==> src/rrbc_pkg.sv <==
// Shared types and constants for the ROM/RAM bank controller.
package rrbc_pkg;

  localparam int unsigned BankAddrW = 14;   // 16 KiB ROM bank
  localparam int unsigned BankW     = 4;
  localparam int unsigned RomAddrW  = BankW + BankAddrW;
  localparam int unsigned RamWinW   = 9;    // 0xA000-0xA1FF window offset

  localparam logic [15:0] RamCtlHi  = 16'h1FFF;
  localparam logic [15:0] BankCtlHi = 16'h3FFF;
  localparam logic [15:0] RomLo     = 16'h4000;
  localparam logic [15:0] RomHi     = 16'h7FFF;
  localparam logic [15:0] SysLo     = 16'h8000;
  localparam logic [15:0] RamLo     = 16'hA000;
  localparam logic [15:0] RamHi     = 16'hA1FF;
  localparam logic [15:0] SysHi     = 16'hBFFF;
  localparam logic [7:0]  OpenBus   = 8'hFF;
  localparam logic [7:0]  BankMask  = 8'h0F;
  localparam logic [BankW-1:0] BankReset = BankW'(1);

  typedef enum logic {
    OP_READ  = 1'b0,
    OP_WRITE = 1'b1
  } op_e;

  typedef enum logic [2:0] {
    ACT_SYS_READ  = 3'd0,
    ACT_ROM_READ  = 3'd1,
    ACT_RAM_READ  = 3'd2,
    ACT_SYS_WRITE = 3'd3,
    ACT_IGNORED   = 3'd4
  } action_e;

  typedef struct packed {
    action_e               action;
    logic [RomAddrW-1:0]   rom_addr;
    logic                  ram_read;
    logic                  ram_write;
    logic                  ram_toggle;
    logic                  bank_load;
  } dec_t;

endpackage

==> src/rrbc_ram.sv <==
// Generic single-write, single-read RAM with registered read data.
module rrbc_ram #(
  parameter int unsigned WIDTH = 8,
  parameter int unsigned DEPTH = 512,
  parameter int unsigned AW    = (DEPTH > 1) ? $clog2(DEPTH) : 1
) (
  input  logic             clk_i,
  input  logic             we_i,
  input  logic [AW-1:0]    waddr_i,
  input  logic [WIDTH-1:0] wdata_i,
  input  logic             re_i,
  input  logic [AW-1:0]    raddr_i,
  output logic [WIDTH-1:0] rdata_o
);

  logic [WIDTH-1:0] mem_q [DEPTH];
  logic [WIDTH-1:0] rdata_q;

  always_ff @(posedge clk_i) begin
    if (we_i) begin
      mem_q[waddr_i] <= wdata_i;
    end
    if (re_i) begin
      rdata_q <= mem_q[raddr_i];
    end
  end

  assign rdata_o = rdata_q;

endmodule

==> src/rrbc_decode.sv <==
// Address decode of one bus access against the current bank and enable state.
module rrbc_decode import rrbc_pkg::*; (
  input  op_e              op_i,
  input  logic [15:0]      addr_i,
  input  logic [BankW-1:0] rom_bank_i,
  input  logic             ram_en_i,
  output dec_t             dec_o
);

  logic in_rom;
  logic in_ram;
  logic in_sys;

  assign in_rom = (addr_i >= RomLo) && (addr_i <= RomHi);
  assign in_ram = (addr_i >= RamLo) && (addr_i <= RamHi);
  assign in_sys = (addr_i >= SysLo) && (addr_i <= SysHi);

  always_comb begin
    dec_o            = '0;
    dec_o.action     = ACT_IGNORED;
    unique case (op_i)
      OP_READ: begin
        if (in_rom) begin
          dec_o.action   = ACT_ROM_READ;
          dec_o.rom_addr = {rom_bank_i, addr_i[BankAddrW-1:0]};
        end else if (in_ram) begin
          dec_o.action   = ACT_RAM_READ;
          dec_o.ram_read = 1'b1;
        end else begin
          dec_o.action   = ACT_SYS_READ;
        end
      end
      OP_WRITE: begin
        if (addr_i <= RamCtlHi) begin
          dec_o.ram_toggle = !addr_i[8];
        end else if (addr_i <= BankCtlHi) begin
          dec_o.bank_load  = addr_i[8];
        end else if (in_ram) begin
          dec_o.ram_write  = ram_en_i;
        end else if (in_sys) begin
          dec_o.action     = ACT_SYS_WRITE;
        end
      end
      default: dec_o.action = ACT_IGNORED;
    endcase
  end

endmodule

==> src/rom_ram_bank_controller.sv <==
// Result path: an accepted access goes through the decode stage, then the output register.
// Throughput: one access per cycle unless stalled; state updates at input accept, RAM read is registered.
// Reset: bank = 1, RAM disabled; then a clearing pass writes 0xFF to every RAM entry,
// one per cycle, with s_axis_tready low until it is done.
// Top level: ROM/RAM bank controller, bus access in, routing result out.
module rom_ram_bank_controller import rrbc_pkg::*; #(
  parameter int unsigned RAM_BYTES = 512
) (
  input  logic        clk_i,
  input  logic        rst_ni,
  input  logic        s_axis_tvalid_i,
  output logic        s_axis_tready_o,
  input  logic [23:0] s_axis_tdata_i,  // [15:0] bus_address, [23:16] write_byte
  input  logic        s_axis_tuser_i,  // [0] operation
  output logic        m_axis_tvalid_o,
  input  logic        m_axis_tready_i,
  output logic [31:0] m_axis_tdata_o,  // [17:0] rom_byte_address, [25:18] read_byte, zero pad
  output logic [2:0]  m_axis_tuser_o   // [2:0] action
);

  localparam int unsigned AW       = (RAM_BYTES > 1) ? $clog2(RAM_BYTES) : 1;
  localparam int          ModSteps = RamWinW - $clog2(RAM_BYTES) + 1;

  logic [15:0] addr;
  logic [7:0]  wbyte;
  op_e         op;
  dec_t        dec;
  logic        accept;

  logic [BankW-1:0] rom_bank_q, rom_bank_d;
  logic             ram_en_q, ram_en_d;
  logic             clearing_q, clearing_d;
  logic [AW-1:0]    clr_cnt_q, clr_cnt_d;

  logic [RamWinW-1:0] ram_off;
  logic [AW-1:0]      ram_idx;
  logic               ram_we;
  logic [AW-1:0]      ram_waddr;
  logic [7:0]         ram_wdata;
  logic [7:0]         ram_rdata;

  logic                s1_valid_q, s1_valid_d;
  action_e             s1_action_q;
  logic [RomAddrW-1:0] s1_rom_addr_q;
  logic                s1_ram_read_q;
  logic                s1_ram_en_q;

  logic                out_valid_q, out_valid_d;
  action_e             out_action_q;
  logic [RomAddrW-1:0] out_rom_addr_q;
  logic [7:0]          out_rbyte_q;
  logic [7:0]          s1_rbyte;

  logic out_adv;
  logic s1_adv;

  assign addr  = s_axis_tdata_i[15:0];
  assign wbyte = s_axis_tdata_i[23:16];
  assign op    = op_e'(s_axis_tuser_i);

  rrbc_decode u_decode (
    .op_i       (op),
    .addr_i     (addr),
    .rom_bank_i (rom_bank_q),
    .ram_en_i   (ram_en_q),
    .dec_o      (dec)
  );

  // window offset reduced modulo RAM_BYTES by shifted compare-subtract
  always_comb begin
    logic [RamWinW-1:0] rem;
    rem = RamWinW'(addr - RamLo);
    for (int k = ModSteps - 1; k >= 0; k--) begin
      if (32'(rem) >= (32'(RAM_BYTES) << k)) begin
        rem = rem - RamWinW'(32'(RAM_BYTES) << k);
      end
    end
    ram_off = rem;
  end

  assign ram_idx = AW'(ram_off);

  assign out_adv         = !out_valid_q || m_axis_tready_i;
  assign s1_adv          = !s1_valid_q || out_adv;
  assign s_axis_tready_o = !clearing_q && s1_adv;
  assign accept          = s_axis_tvalid_i && s_axis_tready_o;

  // control state
  always_comb begin
    rom_bank_d  = rom_bank_q;
    ram_en_d    = ram_en_q;
    clearing_d  = clearing_q;
    clr_cnt_d   = clr_cnt_q;
    if (clearing_q) begin
      clr_cnt_d = clr_cnt_q + AW'(1);
      if (clr_cnt_q == AW'(RAM_BYTES - 1)) begin
        clearing_d = 1'b0;
      end
    end
    if (accept && dec.ram_toggle) begin
      ram_en_d = !ram_en_q;
    end
    if (accept && dec.bank_load) begin
      rom_bank_d = BankW'(wbyte & BankMask);
    end
  end

  assign ram_we    = clearing_q || (accept && dec.ram_write);
  assign ram_waddr = clearing_q ? clr_cnt_q : ram_idx;
  assign ram_wdata = clearing_q ? OpenBus : wbyte;

  rrbc_ram #(
    .WIDTH (8),
    .DEPTH (RAM_BYTES),
    .AW    (AW)
  ) u_ram (
    .clk_i   (clk_i),
    .we_i    (ram_we),
    .waddr_i (ram_waddr),
    .wdata_i (ram_wdata),
    .re_i    (accept),
    .raddr_i (ram_idx),
    .rdata_o (ram_rdata)
  );

  assign s1_valid_d  = s1_adv ? accept : s1_valid_q;
  assign out_valid_d = out_adv ? s1_valid_q : out_valid_q;

  always_comb begin
    s1_rbyte = '0;
    if (s1_ram_read_q) begin
      s1_rbyte = s1_ram_en_q ? ram_rdata : OpenBus;
    end
  end

  always_ff @(posedge clk_i or negedge rst_ni) begin
    if (!rst_ni) begin
      rom_bank_q  <= BankReset;
      ram_en_q    <= 1'b0;
      clearing_q  <= 1'b1;
      clr_cnt_q   <= '0;
      s1_valid_q  <= 1'b0;
      out_valid_q <= 1'b0;
    end else begin
      rom_bank_q  <= rom_bank_d;
      ram_en_q    <= ram_en_d;
      clearing_q  <= clearing_d;
      clr_cnt_q   <= clr_cnt_d;
      s1_valid_q  <= s1_valid_d;
      out_valid_q <= out_valid_d;
    end
  end

  // payload registers
  always_ff @(posedge clk_i) begin
    if (accept) begin
      s1_action_q   <= dec.action;
      s1_rom_addr_q <= dec.rom_addr;
      s1_ram_read_q <= dec.ram_read;
      s1_ram_en_q   <= ram_en_q;
    end
    if (out_adv && s1_valid_q) begin
      out_action_q   <= s1_action_q;
      out_rom_addr_q <= s1_rom_addr_q;
      out_rbyte_q    <= s1_rbyte;
    end
  end

  assign m_axis_tvalid_o = out_valid_q;
  assign m_axis_tdata_o  = {6'b0, out_rbyte_q, out_rom_addr_q};
  assign m_axis_tuser_o  = out_action_q;

endmodule

==> config.mk <==
export PLATFORM = sky130hd
export DESIGN_NAME = rom_ram_bank_controller
export DESIGN_NICKNAME = d
export VERILOG_FILES = /design/src/rrbc_pkg.sv /design/src/rrbc_ram.sv /design/src/rrbc_decode.sv /design/src/rom_ram_bank_controller.sv
export SDC_FILE = /design/constraint.sdc
export NUM_CORES = 2
export LEC_CHECK = 0
export ABC_CLOCK_PERIOD_IN_PS = 6200
export CELL_PAD_IN_SITES_DETAIL_PLACEMENT = 1
export CELL_PAD_IN_SITES_GLOBAL_PLACEMENT = 1
export CORE_ASPECT_RATIO = 1.2
export CORE_MARGIN = 8
export CORE_UTILIZATION = 51
export DETAILED_ROUTE_END_ITERATION = 8
export DONT_BUFFER_PORTS = 1
export PLACE_DENSITY_LB_ADDON = 0.1
export RECOVER_POWER = 100
export REMOVE_ABC_BUFFERS = 1
export SLEW_MARGIN = 15
export SYNTH_ARGS = -nofsm -noshare
export SYNTH_HDL_FRONTEND = slang
export SYNTH_SLANG_ARGS = --single-unit
==> constraint.sdc <==
create_clock -name clk_i -period 6.2 [get_ports clk_i]
set_input_delay 0.31 -clock clk_i [delete_from_list [all_inputs] [get_ports clk_i]]
set_output_delay 0.31 -clock clk_i [all_outputs]
set_load 0.01 [all_outputs]
==> results_dict.tcl <==
set metrics [dict create \
    postCtsSetupRepairBufs 0 \
    clk_latency_ns 0.91 \
    yosysWarnings 0 \
    core_area_mm2 0.316 \
    setup.worst_path.class "register to register" \
    final_antenna_net_count 0 \
    relSlewSlack_pct -148 \
    violations "max-capacitance violations, max-slew violations" \
    grt_first_pass_wirelength_um 677000 \
    yosysMostFrequentCell "edfxtp_1" \
    drt-pass1-iter-count 6 \
    path_max_fanout 24 \
    min_period_ns 5.79 \
    total_power_mw 59.3 \
    cts_buffer_depth 4 \
    crit_chain "clkbuf_1, nand2_1, o22ai_4, clkbuf_1, nand2_1, nor2_1" \
    die_w_um 531 \
    use_met1_pct 39.7 \
    start_util_pct 51.3 \
    r2r-end "u_ram.mem_q[246][4]" \
    reg2reg_slack_ns 0.41 \
    num_vias 84022 \
    cts_made_buffers 407 \
    drive_gt1_share_pct 23.7 \
    postCtsHoldBufs 35 \
    cts_tree "yes" \
    grt-busiest-layer "met2" \
    grt-ovfl-total 0 \
    dp_hpwl_um 287000 \
    grt_start_max_net_pins 254 \
    critPathLaunchType "register" \
    synth-main-ff-cell "edfxtp_1" \
    peakVddDrop_v 0.000260 \
    finalSetupViolCount 0 \
    die_y_um 634 \
    synthesis.area_mm2 0.162 \
    syn2layout_area_growth_pct 13.7 \
    synth_top_cell_area_share_pct 77.0 \
    cts_resized 0 \
    hold_viol 0 \
    critPathBufInv 2 \
    placed_cells 12141 \
    yosys-top-cells-count "4,156 x edfxtp_1, 1,009 x mux4_2, 593 x nor2_1" \
    crit_family "simple AND/OR/NAND/NOR gates" \
    synth_edf_count 4156 \
    final_cells 12936 \
    rsz0062_at_grt "false" \
    cp.required_ns 6.72 \
    vias_per_cell 6.50 \
    cp.arrival_ns 6.30 \
    tightest_slew_ns 3.72 \
    gp_congestion 0.835 \
    ys_ff_latch 4173 \
    cts_max_level 5 \
    cap_violations 26 \
    p_leak_nw 57.7 \
    fin_crit_sh_pct 93.3 \
    ys_seq_area_share_pct 77.3 \
    use_met2_pct 45.5 \
    power_density_mw_per_mm2 322 \
    grt_pass1_vias 86275 \
    final.setup_skew_ns 0.0329 \
    crit_slowest_cell "dfstp_1" \
    drt_wl_total_um 486000 \
    track_usage_pct 28.5 \
    holdWs_ns 0.0657 \
    rows 226 \
    avgSynthCellArea_um2 21.4 \
    r2r-start "clearing_q" \
    synthCells 7583 \
    dr.first_iter.drc_count 10814 \
    root_buffer "clkbuf_16" \
    use_met3_pct 5.60 \
    cpPeakStageDelay_ns 1.23 \
    wl_per_cell_um 37.6 \
    slew_violations 1568 \
    rr_worst_depth 6 \
    clkSinkCount 4173 \
    die_area_mm2 0.336 \
    synth_cell_types 75 \
    status "complete, but fails checks" \
    cp.depth 6 \
    hp-class "input pin to asynchronous set/reset pin" \
    antenna_found_initial 34 \
    num_io_pins 66 \
    port_buffers 0 \
    fmax_ghz 0.173 \
    nNetsFinal 8400 \
    synth.area.top_cells "edfxtp_1 77%, mux4_2 14%, mux2i_1 2.0%" \
    async_flop_share_pct 0.407 \
    synth_largest_area_cell "edfxtp_1" \
    drc 0 \
    cts.clk_slew.worst_paths_ns 0.06 \
    endpoint_kind "register" \
]
cells by family after synthesis:
logic type	synth area share, %
flops	77.3
mux	16.2
simple gates	2.57
compound gates	2.35
buf+inv	1.60
xor+xnor	0.0432
fa+ha+maj	0.0154
other cells	0.00231
layer usage:
layer,wire length [um],vias up,share of wire (%)
met5,131,-,0.027
met4,20000,18,4.1
met3,43400,815,8.9
met2,233000,4186,48
met1,190000,45861,39
li1,-,33142,-
per-stage QoR:
step | util, % | cell area (um2) | setup TNS, ns | worst slack [ns]
2_1_floorplan | - | 160000 | 0 | 0.951
3_3_place_gp | 54.5 | 172000 | -3.43 | -0.567
3_5_place_dp | 54.6 | 173000 | 0 | 0.0761
4_1_cts | 59.0 | 186000 | 0 | 1.03
5_1_grt | 58.3 | 184000 | 0 | 0.352
6_report | 58.3 | 184000 | 0 | 0.413
final cells by class:
cell class / count / area [um2]
Tap cell: 4218 / 5280
Clock buffer: 487 / 10700
Fill cell: 26682 / 132000
Inverter: 23 / 108
Timing Repair Buffer: 844 / 5660
Clock inverter: 254 / 2730
Antenna cell: 17 / 42.5
Multi-Input combinational cell: 2920 / 34500
Sequential cell: 4173 / 125000
power by group:
part / switching, mW / internal, mW
Clock: 10.6 / 14.7
Sequential: 0.0517 / 31.1
Combinational: 1.88 / 1.00
Total: 12.6 / 46.8
sequential cells by signal, indices dropped and copies added (netlist names):
register         count
ram_en_q             1
u_ram.rdata_o        8
s1_valid_q           1
clearing_q           1
s1_rom_addr_q       18
s1_action_q          3
rom_bank_q           4
out_rom_addr_q      18
s1_ram_read_q        1
s1_ram_en_q          1
m_axis_tuser_o       3
u_ram.mem_q       4096
out_rbyte_q          8
clr_cnt_q            9
m_axis_tvalid_o      1
cell usage in the layout (no fill, tap or decap), drive strengths merged, types with 42 or more instances in the layout:
cell | netlist | routed
o221ai | 42 | 42
o22ai | 51 | 51
mux2i | 319 | 319
clkinv | 0 | 166
bufinv | 0 | 56
a22oi | 45 | 45
nand3 | 48 | 48
a21oi | 94 | 94
buf | 286 | 339
nor2 | 593 | 593
edfxtp | 4156 | 4156
clkbuf | 186 | 957
mux4 | 1009 | 1009
o21ai | 80 | 80
a221oi | 50 | 50
nand2 | 238 | 238
worst max-delay path by stage:
stage	from	to	slack, ns
floorplan	clearing_q	u_ram.mem_q[0][0]	0.95
finish	clearing_q	u_ram.mem_q[246][4]	0.41
global route	s_axis_tdata_i[0]	u_ram.mem_q[245][1]	0.35
CTS	s_axis_tdata_i[1]	u_ram.mem_q[334][2]	1.03
detailed placement	s_axis_tdata_i[1]	u_ram.mem_q[222][7]	0.08
global placement	s_axis_tdata_i[0]	u_ram.rdata_o[6]	-0.57
Note: power is estimated with default switching activity, not from simulation.
